`config.mk`:
```
export PLATFORM = sky130hd
export DESIGN_NAME = midi_link_speed_negotiator
export DESIGN_NICKNAME = d
export VERILOG_FILES = /design/src/rtl/mlsn_pkg.sv /design/src/rtl/midi_link_speed_negotiator.sv
export SDC_FILE = /design/constraint.sdc
export NUM_CORES = 1
export LEC_CHECK = 0
export BUFFER_PORTS_ARGS = -buffer_cell sky130_fd_sc_hd__buf_2
export CORE_MARGIN = 2
export CORE_UTILIZATION = 41
export CTS_CLUSTER_DIAMETER = 50
export DETAILED_ROUTE_END_ITERATION = 7
export SLEW_MARGIN = 0
export SYNTH_ARGS = -nofsm -noshare
export SYNTH_HDL_FRONTEND = slang
export SYNTH_SLANG_ARGS = --single-unit
```
`constraint.sdc`:
```
create_clock -name clk -period 4.2 [get_ports clk]
set_input_delay 0.63 -clock clk [delete_from_list [all_inputs] [get_ports clk]]
set_output_delay 0.63 -clock clk [all_outputs]
set_load 0.005 [all_outputs]
```
`src/rtl/mlsn_pkg.sv`:
```
// shared types, codes, rate table and speed selection for the link speed negotiator
`default_nettype none

package mlsn_pkg;

    // widths of the beat fields and registers
    localparam int unsigned OP_W      = 2;
    localparam int unsigned KIND_W    = 3;
    localparam int unsigned PEER_W    = 14;
    localparam int unsigned LOCAL_W   = 11;
    localparam int unsigned TICK_W    = 16;
    localparam int unsigned SEND_W    = 3;
    localparam int unsigned IDX_W     = 4;
    localparam int unsigned RATE_W    = 20;
    localparam int unsigned PHASE_W   = 3;
    localparam int unsigned DATA_W    = 32;
    localparam int unsigned ADDR_W    = 4;
    localparam int unsigned REG_SEL_W = 2;

    localparam logic [TICK_W-1:0] TIMEOUT_RESET = 16'd1000;
    localparam logic [TICK_W-1:0] TICK_MAX      = 16'hFFFF;

    // operation codes of an input beat
    typedef enum logic [OP_W-1:0] {
        OP_START = 2'd0,
        OP_MSG   = 2'd1,
        OP_TICK  = 2'd2,
        OP_STOP  = 2'd3
    } op_t;

    // received message kinds
    localparam logic [KIND_W-1:0] MSG_SPEED_ANSWER = 3'd0;
    localparam logic [KIND_W-1:0] MSG_NEG_ACK      = 3'd1;
    localparam logic [KIND_W-1:0] MSG_TEST1_RESULT = 3'd2;
    localparam logic [KIND_W-1:0] MSG_TEST2_RESULT = 3'd3;

    // message kinds sent by the master
    localparam logic [SEND_W-1:0] SEND_NONE      = 3'd0;
    localparam logic [SEND_W-1:0] SEND_SPEED_REQ = 3'd1;
    localparam logic [SEND_W-1:0] SEND_NEGOTIATE = 3'd2;
    localparam logic [SEND_W-1:0] SEND_TEST1     = 3'd3;
    localparam logic [SEND_W-1:0] SEND_TEST2     = 3'd4;

    // phase codes as seen on the result beat
    localparam logic [PHASE_W-1:0] PHASE_NORMAL     = 3'd0;
    localparam logic [PHASE_W-1:0] PHASE_WAIT_ANSW  = 3'd1;
    localparam logic [PHASE_W-1:0] PHASE_WAIT_ACK   = 3'd2;
    localparam logic [PHASE_W-1:0] PHASE_WAIT_TEST1 = 3'd3;
    localparam logic [PHASE_W-1:0] PHASE_WAIT_TEST2 = 3'd4;
    localparam logic [PHASE_W-1:0] PHASE_OK         = 3'd5;

    // register select from paddr[3:2]
    localparam logic [REG_SEL_W-1:0] REG_LOCAL_SPEEDS = 2'd0;
    localparam logic [REG_SEL_W-1:0] REG_LOCAL_CERT   = 2'd1;
    localparam logic [REG_SEL_W-1:0] REG_TIMEOUT      = 2'd2;

    // negotiation state machine, one-hot
    typedef enum logic [5:0] {
        ST_NORMAL     = 6'b000001,
        ST_WAIT_ANSW  = 6'b000010,
        ST_WAIT_ACK   = 6'b000100,
        ST_WAIT_TEST1 = 6'b001000,
        ST_WAIT_TEST2 = 6'b010000,
        ST_OK         = 6'b100000
    } phase_t;

    localparam logic [IDX_W-1:0] RATE_LAST_IDX = 4'd11;

    // baud rate per speed index, indexes past the table take the last entry
    function automatic logic [RATE_W-1:0] rate_of(input logic [IDX_W-1:0] idx);
        logic [RATE_W-1:0] rate;
        unique case (idx)
            4'd0:    rate = 20'd31250;
            4'd1:    rate = 20'd31250;
            4'd2:    rate = 20'd62500;
            4'd3:    rate = 20'd104062;
            4'd4:    rate = 20'd125000;
            4'd5:    rate = 20'd156250;
            4'd6:    rate = 20'd208125;
            4'd7:    rate = 20'd250000;
            4'd8:    rate = 20'd312500;
            4'd9:    rate = 20'd415625;
            4'd10:   rate = 20'd500000;
            default: rate = 20'd625000;
        endcase
        return rate;
    endfunction

    // highest common bit plus one, saturated at the last usable index
    function automatic logic [IDX_W-1:0] pick_speed(input logic [LOCAL_W-1:0] common,
                                                   input logic [IDX_W-1:0]   max_idx);
        logic [IDX_W-1:0] top;
        logic [IDX_W-1:0] idx;
        top = '0;
        for (int i = 0; i < LOCAL_W; i++) begin
            if (common[i])
            begin
                top = IDX_W'(i);
            end
        end
        idx = top + 4'd1;
        if (idx > max_idx)
        begin
            idx = max_idx;
        end
        return idx;
    endfunction

    // state to result phase code
    function automatic logic [PHASE_W-1:0] phase_code(input phase_t st);
        logic [PHASE_W-1:0] code;
        unique case (st)
            ST_NORMAL:     code = PHASE_NORMAL;
            ST_WAIT_ANSW:  code = PHASE_WAIT_ANSW;
            ST_WAIT_ACK:   code = PHASE_WAIT_ACK;
            ST_WAIT_TEST1: code = PHASE_WAIT_TEST1;
            ST_WAIT_TEST2: code = PHASE_WAIT_TEST2;
            ST_OK:         code = PHASE_OK;
            default:       code = PHASE_NORMAL;
        endcase
        return code;
    endfunction

endpackage

`default_nettype wire

```
`src/rtl/midi_link_speed_negotiator.sv`:
```
// link speed negotiation master: input register, one step of logic, result register
//
//  channel  | handshake          | beat fields
//  ---------+--------------------+---------------------------------------------------
//  in       | in_valid/in_stall  | op, msg_kind, peer_speeds, peer_certified_speeds
//  out      | out_valid/out_stall| send_kind, chosen_first, chosen_second,
//           |                    | active_speed, bit_rate, phase, finished, succeeded
//  config   | APB psel/penable   | paddr 0 local_speeds, 4 certified, 8 timeout_ticks
//
//  one beat per cycle sustained while out_stall is low; a taken beat passes the input register,
//  then the result register, with the negotiation state updated alongside
//  reset puts the link in the normal phase at index 0, timeout_ticks at 1000
//  a stalled result holds; the input register still takes a beat while the result waits
//  in_stall rises only when the input register is full and the full result is stalled
`default_nettype none

module midi_link_speed_negotiator #(
    parameter int unsigned SPEED_COUNT = 12
) (
    input  wire logic                              clk,
    input  wire logic                              rst_n,
    // input channel
    input  wire logic                              in_valid,
    output logic                                   in_stall,
    input  wire logic [mlsn_pkg::OP_W-1:0]         op,
    input  wire logic [mlsn_pkg::KIND_W-1:0]       msg_kind,
    input  wire logic [mlsn_pkg::PEER_W-1:0]       peer_speeds,
    input  wire logic [mlsn_pkg::PEER_W-1:0]       peer_certified_speeds,
    // output channel
    output logic                                   out_valid,
    input  wire logic                              out_stall,
    output logic [mlsn_pkg::SEND_W-1:0]            send_kind,
    output logic [mlsn_pkg::IDX_W-1:0]             chosen_first,
    output logic [mlsn_pkg::IDX_W-1:0]             chosen_second,
    output logic [mlsn_pkg::IDX_W-1:0]             active_speed,
    output logic [mlsn_pkg::RATE_W-1:0]            bit_rate,
    output logic [mlsn_pkg::PHASE_W-1:0]           phase,
    output logic                                   finished,
    output logic                                   succeeded,
    // configuration port
    input  wire logic                              psel,
    input  wire logic                              penable,
    input  wire logic                              pwrite,
    input  wire logic [mlsn_pkg::ADDR_W-1:0]       paddr,
    input  wire logic [mlsn_pkg::DATA_W-1:0]       pwdata,
    output logic [mlsn_pkg::DATA_W-1:0]            prdata,
    output logic                                   pready
);

    localparam logic [mlsn_pkg::IDX_W-1:0] MAX_IDX = mlsn_pkg::IDX_W'(SPEED_COUNT - 1);

    // configuration registers
    logic [mlsn_pkg::LOCAL_W-1:0] local_speeds_reg;
    logic [mlsn_pkg::LOCAL_W-1:0] local_cert_reg;
    logic [mlsn_pkg::TICK_W-1:0]  timeout_reg;
    logic                         cfg_write;
    logic [mlsn_pkg::REG_SEL_W-1:0] reg_sel;

    // input register
    logic                         in_vld_reg;
    mlsn_pkg::op_t                op_reg;
    logic [mlsn_pkg::KIND_W-1:0]  kind_reg;
    logic [mlsn_pkg::LOCAL_W-1:0] peer_reg;
    logic [mlsn_pkg::LOCAL_W-1:0] peer_cert_reg;

    // negotiation state
    mlsn_pkg::phase_t             phase_reg;
    mlsn_pkg::phase_t             phase_next;
    logic [mlsn_pkg::TICK_W-1:0]  wait_cnt_reg;
    logic [mlsn_pkg::TICK_W-1:0]  wait_cnt_next;
    logic [mlsn_pkg::TICK_W-1:0]  wait_cnt_inc;
    logic [mlsn_pkg::IDX_W-1:0]   speed_reg;
    logic [mlsn_pkg::IDX_W-1:0]   speed_next;
    logic [mlsn_pkg::IDX_W-1:0]   first_reg;
    logic [mlsn_pkg::IDX_W-1:0]   first_next;
    logic [mlsn_pkg::IDX_W-1:0]   second_reg;
    logic [mlsn_pkg::IDX_W-1:0]   second_next;
    logic [mlsn_pkg::SEND_W-1:0]  send_next;
    logic                         fin_next;
    logic                         ok_next;
    logic                         in_wait;

    // result register
    logic                         out_vld_reg;
    logic [mlsn_pkg::SEND_W-1:0]  send_reg;
    logic [mlsn_pkg::IDX_W-1:0]   chosen_first_reg;
    logic [mlsn_pkg::IDX_W-1:0]   chosen_second_reg;
    logic [mlsn_pkg::IDX_W-1:0]   active_reg;
    logic [mlsn_pkg::RATE_W-1:0]  rate_reg;
    logic [mlsn_pkg::PHASE_W-1:0] phase_out_reg;
    logic                         fin_reg;
    logic                         ok_reg;

    logic                         advance;
    logic                         in_take;

    // handshake between the two stages
    assign advance  = in_vld_reg && (!out_vld_reg || !out_stall);
    assign in_stall = in_vld_reg && !advance;
    assign in_take  = in_valid && !in_stall;

    // configuration port
    assign pready    = 1'b1;
    assign reg_sel   = paddr[mlsn_pkg::ADDR_W-1:2];
    assign cfg_write = psel && penable && pwrite;

    always_comb
    begin
        unique case (reg_sel)
            mlsn_pkg::REG_LOCAL_SPEEDS: prdata = mlsn_pkg::DATA_W'(local_speeds_reg);
            mlsn_pkg::REG_LOCAL_CERT:   prdata = mlsn_pkg::DATA_W'(local_cert_reg);
            mlsn_pkg::REG_TIMEOUT:      prdata = mlsn_pkg::DATA_W'(timeout_reg);
            default:                    prdata = '0;
        endcase
    end

    always_ff @(posedge clk or negedge rst_n)
    begin
        if (!rst_n)
        begin
            local_speeds_reg <= '0;
            local_cert_reg   <= '0;
            timeout_reg      <= mlsn_pkg::TIMEOUT_RESET;
        end
        else if (cfg_write)
        begin
            unique case (reg_sel)
                mlsn_pkg::REG_LOCAL_SPEEDS: local_speeds_reg <= pwdata[mlsn_pkg::LOCAL_W-1:0];
                mlsn_pkg::REG_LOCAL_CERT:   local_cert_reg   <= pwdata[mlsn_pkg::LOCAL_W-1:0];
                mlsn_pkg::REG_TIMEOUT:      timeout_reg      <= pwdata[mlsn_pkg::TICK_W-1:0];
                default:                    ;
            endcase
        end
    end

    // input register, valid bit
    always_ff @(posedge clk or negedge rst_n)
    begin
        if (!rst_n)
        begin
            in_vld_reg <= 1'b0;
        end
        else if (in_take)
        begin
            in_vld_reg <= 1'b1;
        end
        else if (advance)
        begin
            in_vld_reg <= 1'b0;
        end
    end

    // input register, payload
    always_ff @(posedge clk)
    begin
        if (in_take)
        begin
            op_reg        <= mlsn_pkg::op_t'(op);
            kind_reg      <= msg_kind;
            peer_reg      <= peer_speeds[mlsn_pkg::LOCAL_W-1:0];
            peer_cert_reg <= peer_certified_speeds[mlsn_pkg::LOCAL_W-1:0];
        end
    end

    // saturating tick count
    assign wait_cnt_inc = (wait_cnt_reg == mlsn_pkg::TICK_MAX) ? wait_cnt_reg
                                                               : wait_cnt_reg + 16'd1;
    assign in_wait = (phase_reg == mlsn_pkg::ST_WAIT_ANSW)  ||
                     (phase_reg == mlsn_pkg::ST_WAIT_ACK)   ||
                     (phase_reg == mlsn_pkg::ST_WAIT_TEST1) ||
                     (phase_reg == mlsn_pkg::ST_WAIT_TEST2);

    // one negotiation step for the beat in the input register
    always_comb
    begin
        phase_next    = phase_reg;
        wait_cnt_next = wait_cnt_reg;
        speed_next    = speed_reg;
        first_next    = first_reg;
        second_next   = second_reg;
        send_next     = mlsn_pkg::SEND_NONE;
        fin_next      = 1'b0;
        ok_next       = 1'b0;
        unique case (op_reg)
            mlsn_pkg::OP_START:
            begin
                first_next    = '0;
                second_next   = '0;
                speed_next    = '0;
                wait_cnt_next = '0;
                phase_next    = mlsn_pkg::ST_WAIT_ANSW;
                send_next     = mlsn_pkg::SEND_SPEED_REQ;
            end
            mlsn_pkg::OP_MSG:
            begin
                priority if (phase_reg == mlsn_pkg::ST_WAIT_ANSW &&
                             kind_reg == mlsn_pkg::MSG_SPEED_ANSWER)
                begin
                    first_next    = mlsn_pkg::pick_speed(local_speeds_reg & peer_reg, MAX_IDX);
                    second_next   = mlsn_pkg::pick_speed(local_cert_reg & peer_cert_reg,
                                                         MAX_IDX);
                    wait_cnt_next = '0;
                    phase_next    = mlsn_pkg::ST_WAIT_ACK;
                    send_next     = mlsn_pkg::SEND_NEGOTIATE;
                end
                else if (phase_reg == mlsn_pkg::ST_WAIT_ACK &&
                         kind_reg == mlsn_pkg::MSG_NEG_ACK)
                begin
                    speed_next    = first_reg;
                    wait_cnt_next = '0;
                    phase_next    = mlsn_pkg::ST_WAIT_TEST1;
                    send_next     = mlsn_pkg::SEND_TEST1;
                end
                else if (phase_reg == mlsn_pkg::ST_WAIT_TEST1 &&
                         kind_reg == mlsn_pkg::MSG_TEST1_RESULT)
                begin
                    speed_next    = second_reg;
                    wait_cnt_next = '0;
                    phase_next    = mlsn_pkg::ST_WAIT_TEST2;
                    send_next     = mlsn_pkg::SEND_TEST2;
                end
                else if (phase_reg == mlsn_pkg::ST_WAIT_TEST2 &&
                         kind_reg == mlsn_pkg::MSG_TEST2_RESULT)
                begin
                    wait_cnt_next = '0;
                    phase_next    = mlsn_pkg::ST_OK;
                    fin_next      = 1'b1;
                    ok_next       = 1'b1;
                end
                else
                begin
                    // wrong phase or unknown kind: nothing happens
                    send_next = mlsn_pkg::SEND_NONE;
                end
            end
            mlsn_pkg::OP_TICK:
            begin
                if (in_wait)
                begin
                    wait_cnt_next = wait_cnt_inc;
                    if (wait_cnt_inc >= timeout_reg)
                    begin
                        speed_next    = '0;
                        phase_next    = mlsn_pkg::ST_NORMAL;
                        wait_cnt_next = '0;
                        fin_next      = 1'b1;
                    end
                end
            end
            mlsn_pkg::OP_STOP:
            begin
                speed_next    = '0;
                phase_next    = mlsn_pkg::ST_NORMAL;
                wait_cnt_next = '0;
            end
            default:
            begin
                phase_next = phase_reg;
            end
        endcase
    end

    // negotiation state, moves with each beat
    always_ff @(posedge clk or negedge rst_n)
    begin
        if (!rst_n)
        begin
            phase_reg    <= mlsn_pkg::ST_NORMAL;
            wait_cnt_reg <= '0;
            speed_reg    <= '0;
            first_reg    <= '0;
            second_reg   <= '0;
        end
        else if (advance)
        begin
            phase_reg    <= phase_next;
            wait_cnt_reg <= wait_cnt_next;
            speed_reg    <= speed_next;
            first_reg    <= first_next;
            second_reg   <= second_next;
        end
    end

    // result register, valid bit
    always_ff @(posedge clk or negedge rst_n)
    begin
        if (!rst_n)
        begin
            out_vld_reg <= 1'b0;
        end
        else if (advance)
        begin
            out_vld_reg <= 1'b1;
        end
        else if (!out_stall)
        begin
            out_vld_reg <= 1'b0;
        end
    end

    // result register, payload
    always_ff @(posedge clk)
    begin
        if (advance)
        begin
            send_reg          <= send_next;
            chosen_first_reg  <= first_next;
            chosen_second_reg <= second_next;
            active_reg        <= speed_next;
            rate_reg          <= mlsn_pkg::rate_of(speed_next);
            phase_out_reg     <= mlsn_pkg::phase_code(phase_next);
            fin_reg           <= fin_next;
            ok_reg            <= ok_next;
        end
    end

    assign out_valid     = out_vld_reg;
    assign send_kind     = send_reg;
    assign chosen_first  = chosen_first_reg;
    assign chosen_second = chosen_second_reg;
    assign active_speed  = active_reg;
    assign bit_rate      = rate_reg;
    assign phase         = phase_out_reg;
    assign finished      = fin_reg;
    assign succeeded     = ok_reg;

    // success only ends the exchange in the ok phase
    assert property (@(posedge clk) disable iff (!rst_n)
        out_valid && succeeded |-> finished && (phase == mlsn_pkg::PHASE_OK))
    else $error("success reported outside the ok phase");

    // a beat that sends a message never ends the exchange
    assert property (@(posedge clk) disable iff (!rst_n)
        out_valid && (send_kind != mlsn_pkg::SEND_NONE) |-> !finished)
    else $error("message sent on an ending beat");

    // normal phase always runs at index zero
    assert property (@(posedge clk) disable iff (!rst_n)
        out_valid && (phase == mlsn_pkg::PHASE_NORMAL) |-> (active_speed == '0))
    else $error("normal phase with a raised speed index");

    // a beat held in the input register is not lost
    assert property (@(posedge clk) disable iff (!rst_n)
        in_vld_reg && !advance |=> in_vld_reg)
    else $error("input beat dropped while stalled");

    // the speed index only changes when a beat moves through
    assert property (@(posedge clk) disable iff (!rst_n)
        !$past(advance) |-> $stable(speed_reg))
    else $error("speed index changed without a beat");

endmodule

`default_nettype wire

```
==> flow_metrics.py <==
metrics = {
    "setup_path": {
        "crit_arrival_ns": 4.22,
        "rr_endpoint": "bit_rate[13]$_DFFE_PP_",
        "crit_required_ns": 4.37,
        "worstPathMaxFanout": 6,
        "crit_path_end_kind": "flip-flop",
        "r2r.worst_path.cells": 15,
        "r2r-start": "wait_cnt_reg[0]$_DFFE_PN0P_",
        "startpoint": "wait_cnt_reg[0]$_DFFE_PN0P_",
        "path_class": "reg -> reg",
        "rrSetupSlack_ns": 0.15,
        "cp-endpoint": "bit_rate[13]$_DFFE_PP_",
        "critPathLaunchType": "flip-flop",
    },
    "placement": {
        "dp.cells": 1054,
        "portBuffers": 107,
        "dp_hpwl_um": 12800,
        "gp_congestion": 0.908,
        "dp_slack_ns": -0.0268,
    },
    "timing": {
        "period_minus_slack_ns": 4.05,
        "finalCritPeriodShare_pct": 96.4,
        "whs_ns": 0.277,
        "drv_slew": 0,
        "fin_ws_ns": 0.150,
        "tightest_slew_ns": 1.16,
        "max_freq_mhz": 247,
        "skew_ns": 0.00725,
        "hold_viol_final": 0,
        "setup_violations": 0,
        "relSlewSlack_pct": 22.8,
        "setup-tns-final_ns": 0,
    },
    "synthesis": {
        "yosysTopAreaCellShare_pct": 26.4,
        "synth_warnings": 0,
        "synth_cell_types": 70,
        "ys_seq_area_share_pct": 51.5,
        "synth_top_area_cell": "edfxtp_1",
        "syn_area_um2": 7410,
        "syn_inst": 709,
        "synth_common_cells": "107 x nand2_1, 67 x dfrtp_1, 67 x o21ai_0",
        "yosysMostFrequentCell": "nand2_1",
        "synth_top_flop_cell": "dfrtp_1",
        "async_flop_share_pct": 53.2,
        "yosys-top-cells-area": "edfxtp_1 26%, dfrtp_1 23%, nand2_1 5.4%",
        "syn_avg_cell_area_um2": 10.4,
        "synth_edf_count": 65,
        "ys_seq_elements": 139,
    },
    "detailed_routing": {
        "post_drt_wl_per_cell_um": 16.2,
        "wl_um": 17700,
        "dr.pass1.iters": 5,
        "drtIter0Drc": 362,
        "antenna_left": 0,
        "viasPerCell": 5.28,
        "drc": 0,
        "num_vias": 5782,
    },
    "grt": {
        "grt_antenna_before_repair": 0,
        "grt_pass1_wl_um": 28800,
        "grt_max_degree": 35,
        "grt_pass1_vias": 5738,
        "grt_usage_pct": 18.7,
        "grt_overflow": 0,
    },
    "cts": {
        "cts_num_sinks": 139,
        "clock_path_buffers": 2,
        "path_clk_slew_ns": 0.06,
        "cts_tree": "yes",
        "clk_latency_ns": 0.42,
        "cts-root-buf": "clkbuf_16",
        "htreeDepth": 4,
        "numCtsBuffers": 17,
    },
    "power_and_ir_drop": {
        "ir_drop_mv": 0.277,
        "power_leakage_nw": 4.02,
        "p_per_area_nw_per_um2": 419,
    },
    "finish": {
        "diodes": 0,
        "syn_to_final_growth_pct": 24.2,
        "drive_above_1_share_pct": 30.4,
        "fin_cells": 1096,
        "fin_nets": 960,
        "largest_reg_flops": 20,
    },
    "die": {
        "initial_utilization_pct": 41.5,
        "fp.dieH_um": 138,
        "ios": 151,
        "die-area_um2": 19200,
        "placementRows": 49,
        "dieWidth_um": 138,
        "coreArea_um2": 17800,
    },
    "job": {
        "maxCapViolations": 0,
    },
    "run_status": {
        "status": "completed",
    },
    "hold_path": {
        "min_path_type": "in -> async",
    },
}
worst min-delay path by stage:
stage | endpoint | cells past startpoint
after floorplan | first_reg[0]$_DFFE_PN0P_ | 0
after global placement | out_valid$_DFFE_PN0P_ | 1
after detailed placement | out_valid$_DFFE_PN0P_ | 1
after CTS | local_cert_reg[5]$_DFFE_PN0P_ | 1
after global routing | local_speeds_reg[1]$_DFFE_PN0P_ | 1
final | local_cert_reg[5]$_DFFE_PN0P_ | 1
area by class of cell:
type | instances | area, um^2
Inverter | 43 | 168
Sequential cell | 139 | 3810
Fill cell | 1596 | 8640
Tap cell | 229 | 287
Multi-Input combinational cell | 500 | 3430
Clock inverter | 13 | 165
Clock buffer | 19 | 453
Timing Repair Buffer | 153 | 885
placed cells by master, fill, tap and decap left out, types with 7 or more instances in the layout:
cell	synthesis	layout
conb_1	2	17
clkbuf_16	0	17
nor2_1	39	36
dfrtp_1	67	67
edfxtp_1	65	65
nand2_1	107	105
and2_1	14	13
dfstp_2	7	7
mux2i_1	18	17
nand3_1	15	15
ha_1	30	23
buf_4	19	45
nand4_1	9	9
inv_1	40	38
o21ai_0	67	65
a21oi_1	25	23
mux2_2	30	30
a22o_1	11	11
buf_2	3	107
o22ai_1	7	7
xnor2_1	8	8
repair_timing:
item	4_1_cts	5_1_grt
buffers inserted	2	8
pin swaps	3	19
gates resized for setup	9	30
hold buffers	0	0
cloned	0	0
endpoints found under the setup margin	11	23
power breakdown:
part           internal [mW]  switching (mW)
sequential              1.59          0.0985
clock                  0.970           0.591
combinational          0.266           0.336
total                   2.83            1.03
metal layers:
metal | routed length [um] | GRT usage, % | share of wire, %
met1 | 7470 | 22.4 | 42
met2 | 9250 | 33.5 | 52
met3 | 686 | 4.12 | 3.9
met4 | 305 | 6.12 | 1.7
met5 | 0 | 0 | 0
through the flow:
step / cell area (um^2) / utilization (%) / power, mW
3_5_place_dp: 8330 / 46.7 / 2.30
2_1_floorplan: 7470 / - / 2.07
3_3_place_gp: 8330 / 46.7 / 2.28
5_1_grt: 9200 / 51.5 / 4.04
4_1_cts: 8990 / 50.4 / 3.88
6_report: 9200 / 51.5 / 3.86
worst max-delay path, stage by stage, from the launching register on:
cell        delay, ns
dfrtp_1          0.35
ha_2             0.19
nand2_2          0.08
nor4_4           0.36
buf_4            0.17
mux2_2           0.34
ha_1             0.27
and2_1           0.14
nand4_1          0.13
or4_4            0.56
a31oi_4          0.27
o21a_4           0.20
clkinvlp_4       0.17
ha_4             0.22
buf_4            0.13
a22o_1           0.20
logic make-up (layout without fill, tap and decap cells):
logic type	count (synthesis)	count (layout)	share of synthesized area (%)
AOI/OAI and AO/OA	170	170	15.3
xor gates and xnor gates	14	14	1.66
adders and majority gates	30	30	5.07
buffers and inverters	85	228	5.42
DFF	139	139	51.5
muxes	48	48	6.99
other	2	17	0.101
and+or+nand+nor	221	221	14.0
Power figures use the tool's default switching activity.
